[config.mk]
export PLATFORM = sky130hd
export DESIGN_NAME = range_sample_sequencer_median_change_core_flat
export DESIGN_NICKNAME = d
export VERILOG_FILES = /design/src/rtl/rssmc_pkg.sv /design/src/rtl/rssmc_in_if.sv /design/src/rtl/rssmc_filter.sv /design/src/rtl/range_sample_sequencer_median_change_core.sv /design/src/flat_wrapper.sv
export SDC_FILE = /design/constraint.sdc
export NUM_CORES = 1
export LEC_CHECK = 0
export ABC_AREA = 1
export BUFFER_PORTS_ARGS = -buffer_cell sky130_fd_sc_hd__buf_2
export CAP_MARGIN = 25
export CORE_ASPECT_RATIO = 1.75
export CORE_MARGIN = 2
export CORE_UTILIZATION = 55
export DETAILED_ROUTE_END_ITERATION = 7
export MAX_ROUTING_LAYER = met4
export PLACE_DENSITY_LB_ADDON = 0.1
export SYNTH_ARGS = -nofsm -noshare
export SYNTH_HDL_FRONTEND = slang
export SYNTH_SLANG_ARGS = --single-unit
[constraint.sdc]
create_clock -name clk -period 19.5 [get_ports clk]
set_input_delay 0 -clock clk [delete_from_list [all_inputs] [get_ports clk]]
set_output_delay 0 -clock clk [all_outputs]
set_load 0.05 [all_outputs]
[src/rtl/rssmc_pkg.sv]
// Package for the range sample sequencer: item kinds, phase codes,
// register indexes, reset defaults, filter result struct and median helper.
package rssmc_pkg;

	localparam int unsigned DistW  = 16;
	localparam int unsigned TickW  = 16;
	localparam int unsigned CountW = 8;
	localparam int unsigned IdxW   = 2;
	localparam int unsigned CfgW   = 16;

	localparam logic [TickW-1:0]  PeriodDefault    = 16'd50;
	localparam logic [DistW-1:0]  ThresholdDefault = 16'd30;
	localparam logic [CountW-1:0] RolloutDefault   = 8'd6;
	localparam logic [TickW-1:0]  WarmupDefault    = 16'd10;
	localparam logic [CountW-1:0] CountMax         = 8'd255;

	typedef enum logic [1:0] {
		FUNC_TICK    = 2'd0,
		FUNC_READING = 2'd1,
		FUNC_BUS_ERR = 2'd2,
		FUNC_UNUSED  = 2'd3
	} func_t;

	typedef enum logic [IdxW-1:0] {
		REG_SAMPLE_PERIOD = 2'd0,
		REG_THRESHOLD     = 2'd1,
		REG_ROLLOUT_LIMIT = 2'd2,
		REG_WARMUP_TICKS  = 2'd3
	} reg_idx_t;

	typedef enum logic [4:0] {
		PH_IDLE    = 5'b00001,
		PH_ROLLOUT = 5'b00010,
		PH_WARMUP  = 5'b00100,
		PH_SAMPLE  = 5'b01000,
		PH_ERROR   = 5'b10000
	} phase_t;

	// Next filter state produced for one sampled reading.
	typedef struct packed {
		logic [2:0][DistW-1:0] window;
		logic [1:0]            pos;
		logic                  filled;
		logic [DistW-1:0]      filtered;
		logic                  changing;
		logic                  ev;
		logic                  ev_kind;
		logic [DistW-1:0]      ev_dist;
	} filt_res_t;

	function automatic logic [DistW-1:0] mid3(input logic [DistW-1:0] a,
			input logic [DistW-1:0] b, input logic [DistW-1:0] c);
		logic [DistW-1:0] r;
		if (a > b) begin
			if (b > c) r = b;
			else r = (a > c) ? c : a;
		end else begin
			if (b > c) r = (a > c) ? a : c;
			else r = b;
		end
		return r;
	endfunction

endpackage

[src/rtl/rssmc_in_if.sv]
// Channel interfaces of the range sample sequencer: input items, results
// and configuration writes. Depends on rssmc_pkg for field widths.
interface rssmc_in_if import rssmc_pkg::*; ();
	logic             valid;
	logic             ready;
	logic [1:0]       func;
	logic [DistW-1:0] distance;
	modport source (output valid, func, distance, input ready);
	modport sink   (input valid, func, distance, output ready);
endinterface

interface rssmc_out_if import rssmc_pkg::*; ();
	logic             valid;
	logic             ready;
	logic             request_reading;
	logic             sensor_power;
	logic             event_valid;
	logic             event_kind;
	logic [DistW-1:0] event_distance;
	logic [DistW-1:0] filtered_distance;
	logic             change_flag;
	logic             sampling_error;
	modport source (output valid, request_reading, sensor_power, event_valid, event_kind,
		event_distance, filtered_distance, change_flag, sampling_error, input ready);
	modport sink (input valid, request_reading, sensor_power, event_valid, event_kind,
		event_distance, filtered_distance, change_flag, sampling_error, output ready);
endinterface

interface rssmc_cfg_if import rssmc_pkg::*; ();
	logic            valid;
	logic            ready;
	logic [IdxW-1:0] index;
	logic [CfgW-1:0] data;
	modport source (output valid, index, data, input ready);
	modport sink   (input valid, index, data, output ready);
endinterface

[src/rtl/rssmc_filter.sv]
// Median-of-three window update and change detection for one reading.
// Purely combinational; depends on rssmc_pkg for mid3 and filt_res_t.
module rssmc_filter import rssmc_pkg::*; (
	input  logic [2:0][DistW-1:0] window,
	input  logic [1:0]            pos,
	input  logic                  filled,
	input  logic [DistW-1:0]      filtered,
	input  logic                  changing,
	input  logic [DistW-1:0]      threshold,
	input  logic [DistW-1:0]      distance,
	output filt_res_t             res
);

	logic [DistW-1:0]      d;
	logic [1:0]            wpos;
	logic [2:0][DistW-1:0] win_n;
	logic                  wrap;
	logic [DistW-1:0]      med;
	logic [DistW-1:0]      base;
	logic [DistW-1:0]      diff;
	logic                  filled_n;

	always_comb begin
		// A zero reading stands in for the last filtered value.
		d    = (distance == '0) ? filtered : distance;
		wpos = (pos > 2'd2) ? 2'd0 : pos;
		win_n = window;
		win_n[wpos] = d;
		wrap = (wpos == 2'd2);
		med  = mid3(win_n[0], win_n[1], win_n[2]);
		filled_n = filled | wrap;
		// The first full window seeds the filtered value before comparison.
		base = (wrap && !filled) ? med : filtered;
		diff = (med > base) ? (med - base) : (base - med);

		res.window   = win_n;
		res.pos      = wrap ? 2'd0 : (wpos + 2'd1);
		res.filled   = filled_n;
		res.filtered = base;
		res.changing = changing;
		res.ev       = 1'b0;
		res.ev_kind  = 1'b0;
		res.ev_dist  = '0;
		if (filled_n) begin
			res.filtered = med;
			if (diff > threshold) begin
				res.changing = 1'b1;
				if (!changing) begin
					res.ev      = 1'b1;
					res.ev_kind = 1'b0;
					res.ev_dist = med;
				end
			end else begin
				res.changing = 1'b0;
				if (changing) begin
					res.ev      = 1'b1;
					res.ev_kind = 1'b1;
					res.ev_dist = med;
				end
			end
		end
	end

endmodule

[src/rtl/range_sample_sequencer_median_change_core.sv]
// An accepted item is loaded into the input register, its result into the result
// register once the output is free. Throughput: one item per cycle while the output
// is not stalled; the phase and filter update is one pass of logic between them.
// Reset (arst_n low) clears all sequencer and filter state and restores the
// register defaults; configuration writes are taken in every cycle.
// Depends on rssmc_pkg, the channel interfaces and rssmc_filter.
module range_sample_sequencer_median_change_core import rssmc_pkg::*; (
	input  logic         clk,
	input  logic         arst_n,
	rssmc_in_if.sink     sample_in,
	rssmc_out_if.source  result_out,
	rssmc_cfg_if.sink    cfg
);

	// Configuration registers.
	logic [TickW-1:0]  period_q;
	logic [DistW-1:0]  threshold_q;
	logic [CountW-1:0] rollout_q;
	logic [TickW-1:0]  warmup_q;

	// Sequencer and filter state.
	phase_t                phase_q, phase_n;
	logic [TickW-1:0]      tick_q, tick_n, tick_inc;
	logic [CountW-1:0]     count_q, count_n;
	logic [2:0][DistW-1:0] window_q;
	logic [1:0]            pos_q;
	logic                  filled_q;
	logic [DistW-1:0]      filtered_q;
	logic                  changing_q;
	logic                  error_q, error_n;
	logic                  power_q, power_n;
	logic                  req_n;
	logic                  sample_rd;

	// Input stage and result register.
	logic              valid_s1;
	logic [1:0]        func_s1;
	logic [DistW-1:0]  dist_s1;
	logic              out_valid_q;
	logic              out_free;
	logic              advance;
	filt_res_t         filt;

	assign out_free        = !out_valid_q || result_out.ready;
	assign advance         = valid_s1 && out_free;
	assign sample_in.ready = !valid_s1 || out_free;
	assign cfg.ready       = 1'b1;

	// Configuration writes.
	always_ff @(posedge clk or negedge arst_n) begin
		if (!arst_n) begin
			period_q    <= PeriodDefault;
			threshold_q <= ThresholdDefault;
			rollout_q   <= RolloutDefault;
			warmup_q    <= WarmupDefault;
		end else if (cfg.valid) begin
			unique case (reg_idx_t'(cfg.index))
				REG_SAMPLE_PERIOD: period_q    <= cfg.data;
				REG_THRESHOLD:     threshold_q <= cfg.data;
				REG_ROLLOUT_LIMIT: rollout_q   <= cfg.data[CountW-1:0];
				REG_WARMUP_TICKS:  warmup_q    <= cfg.data;
			endcase
		end
	end

	// Input register.
	always_ff @(posedge clk or negedge arst_n) begin
		if (!arst_n) begin
			valid_s1 <= 1'b0;
		end else if (sample_in.ready) begin
			valid_s1 <= sample_in.valid;
		end
	end

	always_ff @(posedge clk) begin
		if (sample_in.valid && sample_in.ready) begin
			func_s1 <= sample_in.func;
			dist_s1 <= sample_in.distance;
		end
	end

	rssmc_filter u_filter (
		.window    (window_q),
		.pos       (pos_q),
		.filled    (filled_q),
		.filtered  (filtered_q),
		.changing  (changing_q),
		.threshold (threshold_q),
		.distance  (dist_s1),
		.res       (filt)
	);

	assign tick_inc = tick_q + 1'b1;

	// Phase sequencing for the item held in the input stage.
	always_comb begin
		phase_n   = phase_q;
		tick_n    = tick_q;
		count_n   = count_q;
		error_n   = error_q;
		power_n   = power_q;
		req_n     = 1'b0;
		sample_rd = 1'b0;
		unique case (func_t'(func_s1))
			FUNC_TICK: begin
				tick_n = tick_inc;
				if (tick_inc >= period_q) begin
					tick_n  = '0;
					error_n = (phase_q != PH_IDLE);
					phase_n = PH_ROLLOUT;
					count_n = '0;
					power_n = 1'b1;
				end
				unique case (phase_n)
					PH_ROLLOUT: begin
						if (count_n >= rollout_q) phase_n = PH_SAMPLE;
						req_n = 1'b1;
					end
					PH_WARMUP: begin
						if (tick_n >= warmup_q) phase_n = PH_SAMPLE;
					end
					PH_SAMPLE: req_n = 1'b1;
					PH_IDLE, PH_ERROR: ;
					default: ;
				endcase
			end
			FUNC_READING: begin
				if (phase_q == PH_ROLLOUT && dist_s1 != '0) phase_n = PH_WARMUP;
				if (phase_q == PH_SAMPLE) begin
					sample_rd = 1'b1;
					phase_n   = PH_IDLE;
					power_n   = 1'b0;
					error_n   = 1'b0;
				end
				if (count_q < CountMax) count_n = count_q + 1'b1;
			end
			FUNC_BUS_ERR: phase_n = PH_ERROR;
			FUNC_UNUSED: ;
		endcase
	end

	// State update and result register, one transaction per cycle while the output is free.
	always_ff @(posedge clk or negedge arst_n) begin
		if (!arst_n) begin
			phase_q     <= PH_IDLE;
			tick_q      <= '0;
			count_q     <= '0;
			window_q    <= '0;
			pos_q       <= '0;
			filled_q    <= 1'b0;
			filtered_q  <= '0;
			changing_q  <= 1'b0;
			error_q     <= 1'b0;
			power_q     <= 1'b0;
			out_valid_q <= 1'b0;
		end else begin
			if (out_free) out_valid_q <= valid_s1;
			if (advance) begin
				phase_q <= phase_n;
				tick_q  <= tick_n;
				count_q <= count_n;
				error_q <= error_n;
				power_q <= power_n;
				if (sample_rd) begin
					window_q   <= filt.window;
					pos_q      <= filt.pos;
					filled_q   <= filt.filled;
					filtered_q <= filt.filtered;
					changing_q <= filt.changing;
				end
			end
		end
	end

	always_ff @(posedge clk) begin
		if (advance) begin
			result_out.request_reading   <= req_n;
			result_out.sensor_power      <= power_n;
			result_out.event_valid       <= sample_rd & filt.ev;
			result_out.event_kind        <= sample_rd & filt.ev_kind;
			result_out.event_distance    <= sample_rd ? filt.ev_dist : '0;
			result_out.filtered_distance <= sample_rd ? filt.filtered : filtered_q;
			result_out.change_flag       <= sample_rd ? filt.changing : changing_q;
			result_out.sampling_error    <= error_n;
		end
	end

	assign result_out.valid = out_valid_q;

endmodule

[src/flat_wrapper.sv]
// flat-port wrapper written by rule: the top's interface ports become plain ports
module range_sample_sequencer_median_change_core_flat import rssmc_pkg::*;
  (clk, arst_n, sample_in_valid, sample_in_func, sample_in_distance, sample_in_ready, result_out_valid, result_out_request_reading, result_out_sensor_power, result_out_event_valid, result_out_event_kind, result_out_event_distance, result_out_filtered_distance, result_out_change_flag, result_out_sampling_error, result_out_ready, cfg_valid, cfg_index, cfg_data, cfg_ready);
  rssmc_in_if sample_in_i ();
  rssmc_out_if result_out_i ();
  rssmc_cfg_if cfg_i ();
  input  logic clk;
  input  logic arst_n;
  input wire logic [$bits(sample_in_i.valid)-1:0] sample_in_valid;
  input wire logic [$bits(sample_in_i.func)-1:0] sample_in_func;
  input wire logic [$bits(sample_in_i.distance)-1:0] sample_in_distance;
  output wire logic [$bits(sample_in_i.ready)-1:0] sample_in_ready;
  output wire logic [$bits(result_out_i.valid)-1:0] result_out_valid;
  output wire logic [$bits(result_out_i.request_reading)-1:0] result_out_request_reading;
  output wire logic [$bits(result_out_i.sensor_power)-1:0] result_out_sensor_power;
  output wire logic [$bits(result_out_i.event_valid)-1:0] result_out_event_valid;
  output wire logic [$bits(result_out_i.event_kind)-1:0] result_out_event_kind;
  output wire logic [$bits(result_out_i.event_distance)-1:0] result_out_event_distance;
  output wire logic [$bits(result_out_i.filtered_distance)-1:0] result_out_filtered_distance;
  output wire logic [$bits(result_out_i.change_flag)-1:0] result_out_change_flag;
  output wire logic [$bits(result_out_i.sampling_error)-1:0] result_out_sampling_error;
  input wire logic [$bits(result_out_i.ready)-1:0] result_out_ready;
  input wire logic [$bits(cfg_i.valid)-1:0] cfg_valid;
  input wire logic [$bits(cfg_i.index)-1:0] cfg_index;
  input wire logic [$bits(cfg_i.data)-1:0] cfg_data;
  output wire logic [$bits(cfg_i.ready)-1:0] cfg_ready;
  assign sample_in_i.valid = sample_in_valid;
  assign sample_in_i.func = sample_in_func;
  assign sample_in_i.distance = sample_in_distance;
  assign sample_in_ready = sample_in_i.ready;
  assign result_out_valid = result_out_i.valid;
  assign result_out_request_reading = result_out_i.request_reading;
  assign result_out_sensor_power = result_out_i.sensor_power;
  assign result_out_event_valid = result_out_i.event_valid;
  assign result_out_event_kind = result_out_i.event_kind;
  assign result_out_event_distance = result_out_i.event_distance;
  assign result_out_filtered_distance = result_out_i.filtered_distance;
  assign result_out_change_flag = result_out_i.change_flag;
  assign result_out_sampling_error = result_out_i.sampling_error;
  assign result_out_i.ready = result_out_ready;
  assign cfg_i.valid = cfg_valid;
  assign cfg_i.index = cfg_index;
  assign cfg_i.data = cfg_data;
  assign cfg_ready = cfg_i.ready;
  range_sample_sequencer_median_change_core u_core (.clk(clk), .arst_n(arst_n), .sample_in(sample_in_i), .result_out(result_out_i), .cfg(cfg_i));
endmodule
# Word-level counts from Yosys, hierarchy flattened
# Index checks and enable logic that the tools add are counted.
dict set report word_totals {
  register_bits 213
  elab_cells 130
}
dict set report classes {
  eq_ne 14
  n_mux 42
  n_addsub 5
  reduce_logical 26
  bitwise_logic 3
  order_cmp 12
}
# operator count
set ops {}
lappend ops {{two-way mux 16 bit} 12}
lappend ops {{greater-than comparator 16 bit} 5}
lappend ops {{bitwise mux 48 bit} 1}
lappend ops {{two-way mux 18 bit} 2}
lappend ops {{two-way mux 35 bit} 1}
lappend ops {{demux 16 bit (select 2 bit)} 1}
lappend ops {{>= comparator 16 bit} 2}
lappend ops {{subtractor 16 bit} 2}
lappend ops {{two-way mux 5 bit} 6}
lappend ops {{two-way mux 8 bit} 3}
lappend ops {{two-way mux 19 bit} 1}
lappend ops {{adder 16 x 1 -> 16 bit (second input constant)} 1}
lappend ops {{zero test 16 bit} 1}
lappend ops {{one-hot mux 8 bit (2 select lines)} 1}
lappend ops {{nonzero test 16 bit} 1}
lappend ops {{one-hot mux 5 bit (3 select lines)} 1}
lappend ops {{AND reduction 2 bit} 7}
lappend ops {{equality test 5 x 2 -> 1 bit (second input constant)} 2}
lappend ops {{equality test 5 x 4 -> 1 bit (second input constant)} 2}
lappend ops {{one-hot mux 5 bit (2 select lines)} 1}
lappend ops {{adder 8 x 1 -> 8 bit (second input constant)} 1}
lappend ops {{equality test 2 bit (second input constant)} 4}
lappend ops {{>= comparator 8 bit} 1}
lappend ops {{< comparator 8 bit (second input constant)} 1}
lappend ops {{other kinds (22)} 42}

# Longest topological paths before layout
# Gate-level depths: netlist of the first run.
dict set report logic_depth {
  ltp_word 18
  depth_mapped 50
}

# Modules after synthesis
# From an unflattened synthesis of the first run, not the netlist that was laid out.
dict set report unflattened {
  cells_unflattened 2104
  hier_area_um2 15823.9
}
# mod instances cells_per_inst area_each_um2
set modules_own_cells {}
lappend modules_own_cells {range_sample_sequencer_median_change_core 1 999 9938.3}
lappend modules_own_cells {rssmc_filter 1 1105 5885.6}

# Worst setup path after synthesis of the first run
# OpenSTA, ideal clock, no wires.
dict set report synth_timing {
  kind {reg-to-reg}
  start {register u_core.pos_q[0]}
  end {register u_core.result_out.event_distance[10] (netlist bit) (data pin)}
  setup_ns 0.266
  arrival_time_ns 7.392
  required_time_ns 19.234
  n_path_buf 6
  path_stages_with_launch 43
  setup_slack_ns 11.842
  period_less_slack_ns 7.658
  path_cell_list {dfrtp_1 > inv_1 > ha_1 > clkbuf_1 > clkbuf_1 > or2_2 > o21ai_0 > inv_1 > ha_1 > nand2_1 > or4_1 > nor3_1 > nand3_1 > or2_1 > buf_6 > nand2_8 > buf_6 > nor2_1 > [7 not listed] > nand2_1 > o41ai_1 > clkbuf_1 > mux2i_1 > xor2_1 > inv_1 > ha_1 > nand2_1 > nor2_1 > a211oi_1 > o221ai_1 > nand2_1 > o2111ai_1 > nand2_1 > a21oi_1 > o21ai_1 > clkbuf_1 > nor2_1}
}
# item line_no
set synth_lines {}
lappend synth_lines {{start: declaration} range_sample_sequencer_median_change_core.sv:26} ;# logic [1:0] pos_q;
lappend synth_lines {{start signal: assignment} range_sample_sequencer_median_change_core.sv:166} ;# pos_q <= filt.pos;
lappend synth_lines {{end signal: assignment} range_sample_sequencer_median_change_core.sv:181} ;# result_out.event_distance <= sample_rd ? filt.ev_dist : '0;
lappend synth_lines {{end: declaration} rssmc_in_if.sv:24} ;# event_distance, filtered_distance, change_flag, sampling_error, input ready);

==> results.md, run 1 <==
- Clock-pin slew on the worst setup and hold paths: 0.06 ns
- Total die area: 28,130 µm²
- Area share of the leading cell type in the synthesized netlist: 24.66%
- Biggest fanout along the worst timing path: 37
- Number of max-slew violations in the final report: 0
- Result of the run: finished, final reports clean
- Number of flops mapped to enable cells by yosys: 56
- Pin count of the biggest net entering global routing: 81
- Final clock period utilization by the worst path: 49.71%
- Number of vias per cell: 5.567
- Residual DRC count: 0
- Fin nets: 2,217
- Per-instance average area after synthesis: 7.590 µm²
- CP Launch Type: flop
- Num CTS Buffers: 22
- Effective utilization at floorplan: 55.55%
- Port Buffer Count: 80
- Cell type with the highest aggregate area in the netlist: sky130_fd_sc_hd__dfrtp_1
- Max_slew headroom: 31.50%
- Maxcap violations: 0
- Final critical-path required period: 9.693 ns
- Seq/Total Area, Yosys: 38.22%
- Data arrival, critical path: 9.96 ns
- Largest clock skew in the final design: 0.02337 ns
- Worst Tran Pin Value: 1.025 ns
- Detailed placement HPWL: 32.68 mm
- Detailed router's first-iteration violation count: 793
- Final weighted congestion of routability-driven global placement: 0.9695
- Source-to-sink clock delay at the later pin of the worst-skew pair: 0.53 ns
- Slowest stage delay, CP: 0.59 ns
- Floorplan row count: 79
- Highest clock frequency the design can meet: 0.1032 GHz
- Number of resized instances in the post-cts repair step: 0
- Core Region: 26,490 µm²
- Gr ovfl total: 0
- Total Negative Setup Slacks: 0 ns
- Dominant synthesized flop cell: sky130_fd_sc_hd__dfrtp_1
- Critical path required time: 19.77 ns
- CP Capture Type: flop
- Maximum root-to-sink buffer count: 3
- Final setup viols: 0
- Slowest stage cell on the critical path: sky130_fd_sc_hd__or4_1
- Via count of the routed design: 13,220
- Fraction of layout instances using a drive strength above 1: 11.27%
- DRT antenna net count: 0
- Total of warnings raised by yosys: 0
- Top-level port count: 82
- First-pass iteration count of the detailed router: 6
- Ranking of synthesized cells by area: sky130_fd_sc_hd__dfrtp_1 (25%), sky130_fd_sc_hd__nand2_1 (12%), sky130_fd_sc_hd__ha_1 (12%)
- Ys async rst share: 73.71%
- Die height: 220.4 µm
- Overall routed net length: 42.72 mm
- Synthesized Nets: 2,122
- Number of antenna diodes: 0
- Number of library cell types mapped by synthesis: 61
- H-tree lvl count: 1
- Post-DR wirelength/cell: 18.00 µm
- First-pass GRT wire length: 66.02 mm
- RSZ-0062 raised after global routing: no
- Gate count of the mapped netlist: 1,939
- Root Buffer Master: sky130_fd_sc_hd__clkbuf_16
- Worst setup path category: flop to flop
- Clock tree from TritonCTS: yes
- Clock sink count: 213
- Top cell by count, worst path: sky130_fd_sc_hd__nand2_1
- Hold Violations, Final: 0
- Post-synthesis to final-layout area growth: 12.46%
- Worst min-delay path class: input port to flop
- Via count of the first global-routing pass: 12,760
- Global-route total usage across every layer: 31.06%
- Synth Register Bits: 213
- Width of the die: 127.7 µm
- Antenna violations before repair: 0
- Syn Std Cell Area: 14,720 µm²
[placed cells by master (no fill, tap or decap), types with 9 or more instances in the layout]
master,instances
sky130_fd_sc_hd__a21oi_1,94
sky130_fd_sc_hd__buf_2,79
sky130_fd_sc_hd__buf_4,14
sky130_fd_sc_hd__clkbuf_16,24
sky130_fd_sc_hd__dfrtp_1,145
sky130_fd_sc_hd__dfstp_2,12
sky130_fd_sc_hd__dlygate4sd3_1,39
sky130_fd_sc_hd__edfxtp_1,56
sky130_fd_sc_hd__ha_1,140
sky130_fd_sc_hd__inv_1,284
sky130_fd_sc_hd__inv_2,24
sky130_fd_sc_hd__nand2_1,483
sky130_fd_sc_hd__nand2_2,16
sky130_fd_sc_hd__nand3_1,127
sky130_fd_sc_hd__nand4_1,9
sky130_fd_sc_hd__nor2_1,102
sky130_fd_sc_hd__nor3_1,14
sky130_fd_sc_hd__o21ai_0,205
sky130_fd_sc_hd__o21ai_1,12
sky130_fd_sc_hd__o21ai_2,14
sky130_fd_sc_hd__o221ai_1,9
sky130_fd_sc_hd__or2_2,17
sky130_fd_sc_hd__xor2_1,28
[area by class of cell]
cell class / instances / area, µm²
Fill cell: 2421 / 9940
Multi-Input combinational cell: 1351 / 7642
Sequential cell: 213 / 5625
Inverter: 309 / 1160
Timing Repair Buffer: 137 / 979.7
Clock buffer: 32 / 640.6
Tap cell: 324 / 405.4
Clock inverter: 8 / 97.59
[routing by layer]
metal / vias to the layer above / track usage (%) / wire [µm]
met4: 0 / 16.12 / 2374
met5: - / - / 0
met1: 6228 / 31.63 / 15330
li1: 6498 / - / -
met3: 125 / 2.297 / 1675
met2: 365 / 58.89 / 23340
[cell families after synthesis]
| group | count (synthesis) | synth area share, % |
|---|---|---|
| AOI/OAI and AO/OA | 380 | 14.44 |
| xor gates and xnor gates | 35 | 2.083 |
| adders and majority gates | 142 | 12.17 |
| and+or+nand+nor | 783 | 22.39 |
| DFF | 213 | 38.22 |
| other | 1 | 0.02548 |
| muxes | 10 | 0.7142 |
| buffers and inverters | 375 | 9.939 |
[state kept, by name, summed over array words and instances (netlist names), 2 cells and up]
| register | cells |
|---|---|
| u_core.window_q | 48 |
| u_core.dist_s1 | 16 |
| u_core.filtered_q | 16 |
| u_core.period_q | 16 |
| u_core.result_out.event_distance | 16 |
| u_core.result_out.filtered_distance | 16 |
| u_core.threshold_q | 16 |
| u_core.tick_q | 16 |
| u_core.warmup_q | 16 |
| u_core.count_q | 8 |
| u_core.rollout_q | 8 |
| u_core.phase_q | 5 |
| u_core.func_s1 | 2 |
| u_core.pos_q | 2 |
[final timing paths]
path	start	to	slack [ns]	cells after the start
worst min-delay path	cfg_index[1]	u_core.warmup_q[1]$_DFFE_PN1P_	0.03	4
min in group asynchronous	arst_n	u_core.error_q$_DFFE_PN0P_	0.10	2
worst min register to register	u_core.window_q[2]$_DFFE_PN0P_	u_core.window_q[2]$_DFFE_PN0P_	0.48	2
worst max register to register	u_core.dist_s1[9]$_DFFE_PP_	u_core.result_out.event_distance[8]$_SDFFCE_PN0P_	9.81	44
max in group asynchronous	arst_n	u_core.warmup_q[1]$_DFFE_PN1P_	18.23	4
worst max-delay path	u_core.dist_s1[9]$_DFFE_PP_	u_core.result_out.event_distance[8]$_SDFFCE_PN0P_	9.81	44
[synthesized netlist by cell type (14+ instances only)]
cell,count
sky130_fd_sc_hd__edfxtp_1,56
sky130_fd_sc_hd__o21ai_0,205
sky130_fd_sc_hd__ha_1,140
sky130_fd_sc_hd__nand2_2,16
sky130_fd_sc_hd__nand3_1,127
sky130_fd_sc_hd__nor2_1,103
sky130_fd_sc_hd__or2_2,17
sky130_fd_sc_hd__a21oi_1,95
sky130_fd_sc_hd__o21ai_2,14
sky130_fd_sc_hd__xor2_1,28
sky130_fd_sc_hd__nor3_1,14
sky130_fd_sc_hd__nand2_1,483
sky130_fd_sc_hd__inv_1,285
sky130_fd_sc_hd__inv_2,23
sky130_fd_sc_hd__clkbuf_1,42
sky130_fd_sc_hd__dfrtp_1,145
[per-stage QoR]
stage | setup slack (ns) | cell area, µm² | hold WS [ns] | std cells | util, %
after global routing | 9.193 | 16550 | 0.04247 | 2374 | 62.48
after floorplan | 11.84 | 14720 | -0.2956 | 1939 | -
after global placement | 10.13 | 15340 | 0.1237 | 2291 | 57.93
after detailed placement | 9.985 | 15360 | 0.1225 | 2292 | 58.00
after CTS | 9.936 | 16490 | 0.08591 | 2371 | 62.26
final | 9.807 | 16550 | 0.02862 | 2374 | 62.48
[critical path, delay by kind of cell (launching register included)]
kind | cells | cell delay (ns)
fa+ha+maj | 3 | 0.83
mux | 1 | 0.27
buf+inv | 6 | 1.44
compound gates | 13 | 2.79
simple gates | 20 | 3.50
flops | 1 | 0.40
xor+xnor | 1 | 0.16
[timing repair]
item                                   CTS  global route
buffers inserted                         0             0
endpoints found under the hold margin  155             0
hold buffers                            39             0
Power of run 1 is left out: the tool's default activity adds up to more than one toggle a clock period on the data nets, which glitch-free logic cannot reach.
==> run 2: changes to the inputs <==
- clock period: 19.5 -> 9.59 ns (I/O delays scaled with it)
==> run 2 against run 1 <==
  * Utilization is 1.4 points higher
  * Clock skew is 0.0016 ns lower
  * Cell count is 1.8% higher
  * Non-clock buffer count is 41 higher
  * Routed wire length is 1.7% higher
  * Critical path type unchanged
  * Sequential share of layout area is 0.77 points lower
  * Cell area is 2.3% higher
  * Die area stayed put
==> results.md, run 2 (synthesis gave the netlist of run 1 again) <==
- Result of the run: finished, final reports clean (unchanged)
- Worst Tran Pin Value: 0.9922 ns (was 1.025 ns)
- Gr ovfl total: 0 (unchanged)
- Top-level port count: 82 (unchanged)
- Overall routed net length: 43.46 mm (was 42.72 mm)
- Largest register by flop count: u_core.window_q (unchanged)
- Crit path setup slack, layout: 0.5703 ns (was 9.807 ns)
- First-pass iteration count of the detailed router: 5 (was 6)
- RSZ-0062 raised after global routing: no (unchanged)
- Worst setup timing slack at the placement stage: -0.01920 ns (was 9.985 ns)
- Post-DR wirelength/cell: 17.98 µm (was 18.00 µm)
- Post-synthesis to final-layout area growth: 15.06% (was 12.46%)
- H-tree lvl count: 1 (unchanged)
- Final setup viols: 0 (unchanged)
- Hold Violations, Final: 0 (unchanged)
- Pin count of the biggest net entering global routing: 91 (was 81)
- Fin nets: 2,259 (was 2,217)
- Filler cell count: 2,377 (was 2,421)
- Detailed placement HPWL: 33.95 mm (was 32.68 mm)
- Slowest stage cell on the critical path: sky130_fd_sc_hd__edfxtp_1 (was sky130_fd_sc_hd__or4_1)
- Via count of the first global-routing pass: 13,230 (was 12,760)
- Die height: 220.4 µm (unchanged)
- First-pass GRT wire length: 67.48 mm (was 66.02 mm)
- Critical path required time: 9.87 ns (was 19.77 ns)
- Number of antenna diodes: 0 (unchanged)
- Flip-flop count of the largest register, all copies and words added: 48 (unchanged)
- Data arrival, critical path: 9.30 ns (was 9.96 ns)
- Via count of the routed design: 13,330 (was 13,220)
- Worst min-delay path class: input port to flop (unchanged)
- Clock sink count: 213 (unchanged)
- Util after Layout: 63.92% (was 62.48%)
- Biggest fanout along the worst timing path: 19 (was 37)
- Maxcap violations: 0 (unchanged)
- Max_slew headroom: 33.69% (was 31.50%)
- CP Capture Type: flop (unchanged)
- Port Buffer Count: 80 (unchanged)
- Clock tree from TritonCTS: yes (unchanged)
- Floorplan row count: 79 (unchanged)
- Global-route total usage across every layer: 31.85% (was 31.06%)
- Source-to-sink clock delay at the later pin of the worst-skew pair: 0.54 ns (was 0.53 ns)
- Slowest stage delay, CP: 0.39 ns (was 0.59 ns)
- Maximum root-to-sink buffer count: 3 (unchanged)
- Largest clock skew in the final design: 0.02175 ns (was 0.02337 ns)
- Final clock period utilization by the worst path: 94.05% (was 49.71%)
- Detailed router's first-iteration violation count: 816 (was 793)
- Width of the die: 127.7 µm (unchanged)
- Antenna violations before repair: 0 (unchanged)
- Cell family with most CP delay: compound AO/OA/AOI/OAI gates (was simple AND/OR/NAND/NOR gates)
- Residual DRC count: 0 (unchanged)
- Worst setup path category: flop to flop (unchanged)
- Final critical-path required period: 9.020 ns (was 9.693 ns)
- Fraction of layout instances using a drive strength above 1: 13.38% (was 11.27%)
- DRT antenna net count: 0 (unchanged)
- Core Region: 26,490 µm² (unchanged)
- Final weighted congestion of routability-driven global placement: 1.037 (was 0.9695)
- Num CTS Buffers: 23 (was 22)
- Highest-count cells in the layout ignoring fill and taps: sky130_fd_sc_hd__nand2_1 (483), sky130_fd_sc_hd__inv_1 (283), sky130_fd_sc_hd__o21ai_0 (204) (was sky130_fd_sc_hd__nand2_1 (483), sky130_fd_sc_hd__inv_1 (284), sky130_fd_sc_hd__o21ai_0 (205))
- Effective utilization at floorplan: 55.55% (unchanged)
- Most common cell after layout, fill and taps aside: sky130_fd_sc_hd__nand2_1 (unchanged)
- Top cell by count, worst path: sky130_fd_sc_hd__nand2_1 (unchanged)
- Total die area: 28,130 µm² (unchanged)
- Clock-pin slew on the worst setup and hold paths: 0.06 ns (about the same)
- Root Buffer Master: sky130_fd_sc_hd__clkbuf_16 (unchanged)
- Buffers plus inverters on the worst setup path: 6 (unchanged)
- Hold slack: 0.008577 ns (was 0.02862 ns)
- Highest clock frequency the design can meet: 0.1109 GHz (was 0.1032 GHz)
- Number of max-slew violations in the final report: 0 (unchanged)
- Number of vias per cell: 5.516 (was 5.567)
- CP Launch Type: flop (unchanged)
run 2: changes by cell type in the layout (fill, tap and decap cells not counted), sizes merged:
cell	before	now
buf	98	138
clkbuf	32	30
clkinv	6	7
clkinvlp	0	1
inv	309	312
run 2: what timing repair did:
| item | CTS | global route |
|---|---|---|
| resized for setup | 1 | 8 |
| setup endpoints to repair | 17 | 20 |
| buffers inserted | 0 | 0 |
| endpoints found under the hold margin | 159 | 0 |
| hold buffers | 39 | 0 |
| cloned | 0 | 0 |
run 2: layout make-up:
| cell class | count | area [µm²] | area share, % |
|---|---|---|---|
| Multi-Input combinational cell | 1351 | 7666 | 45.27 |
| Sequential cell | 213 | 5625 | 33.22 |
| Timing Repair Buffer | 178 | 1303 | 7.692 |
| Inverter | 309 | 1160 | 6.850 |
| Clock buffer | 29 | 649.4 | 3.835 |
| Tap cell | 324 | 405.4 | 2.394 |
| Clock inverter | 13 | 123.9 | 0.7315 |
run 2: worst paths after layout:
path / cells past startpoint / slack [ns] / start / end
min: 4 / 0.009 / cfg_index[1] / u_core.warmup_q[1]$_DFFE_PN1P_
max: 44 / 0.57 / u_core.dist_s1[13]$_DFFE_PP_ / u_core.result_out.event_distance[11]$_SDFFCE_PN0P_
min in group asynchronous: 2 / 0.10 / arst_n / u_core.count_q[2]$_DFFE_PN0P_
min reg2reg: 2 / 0.47 / u_core.window_q[2]$_DFFE_PN0P_ / u_core.window_q[2]$_DFFE_PN0P_
max reg2reg: 44 / 0.57 / u_core.dist_s1[13]$_DFFE_PP_ / u_core.result_out.event_distance[11]$_SDFFCE_PN0P_
max in group asynchronous: 3 / 8.01 / arst_n / u_core.window_q[26]$_DFFE_PN0P_
run 2: layer usage:
metal / vias to the layer above / GRT usage (%) / routed length [µm]
li1: 6593 / - / -
met1: 6205 / 30.62 / 15180
met2: 382 / 60.53 / 23740
met5: - / - / 0
met3: 153 / 2.877 / 1528
met4: 0 / 19.71 / 3015
run 2: tightest hold or removal path, delay by kind of cell:
family	cells	cell delay (ns)
buffers and inverters	2	0.31
and+or+nand+nor	1	0.10
AOI/OAI and AO/OA	1	0.10
run 2: metrics by stage:
step	setup TNS [ns]	instances	area, µm²
final	0	2417	16930
after global routing	0	2417	16930
after CTS	0	2415	16870
after detailed placement	-0.08038	2334	15710
after global placement	0	2333	15690
after floorplan	0	1939	14720
Power of run 2 is left out for the same reason.
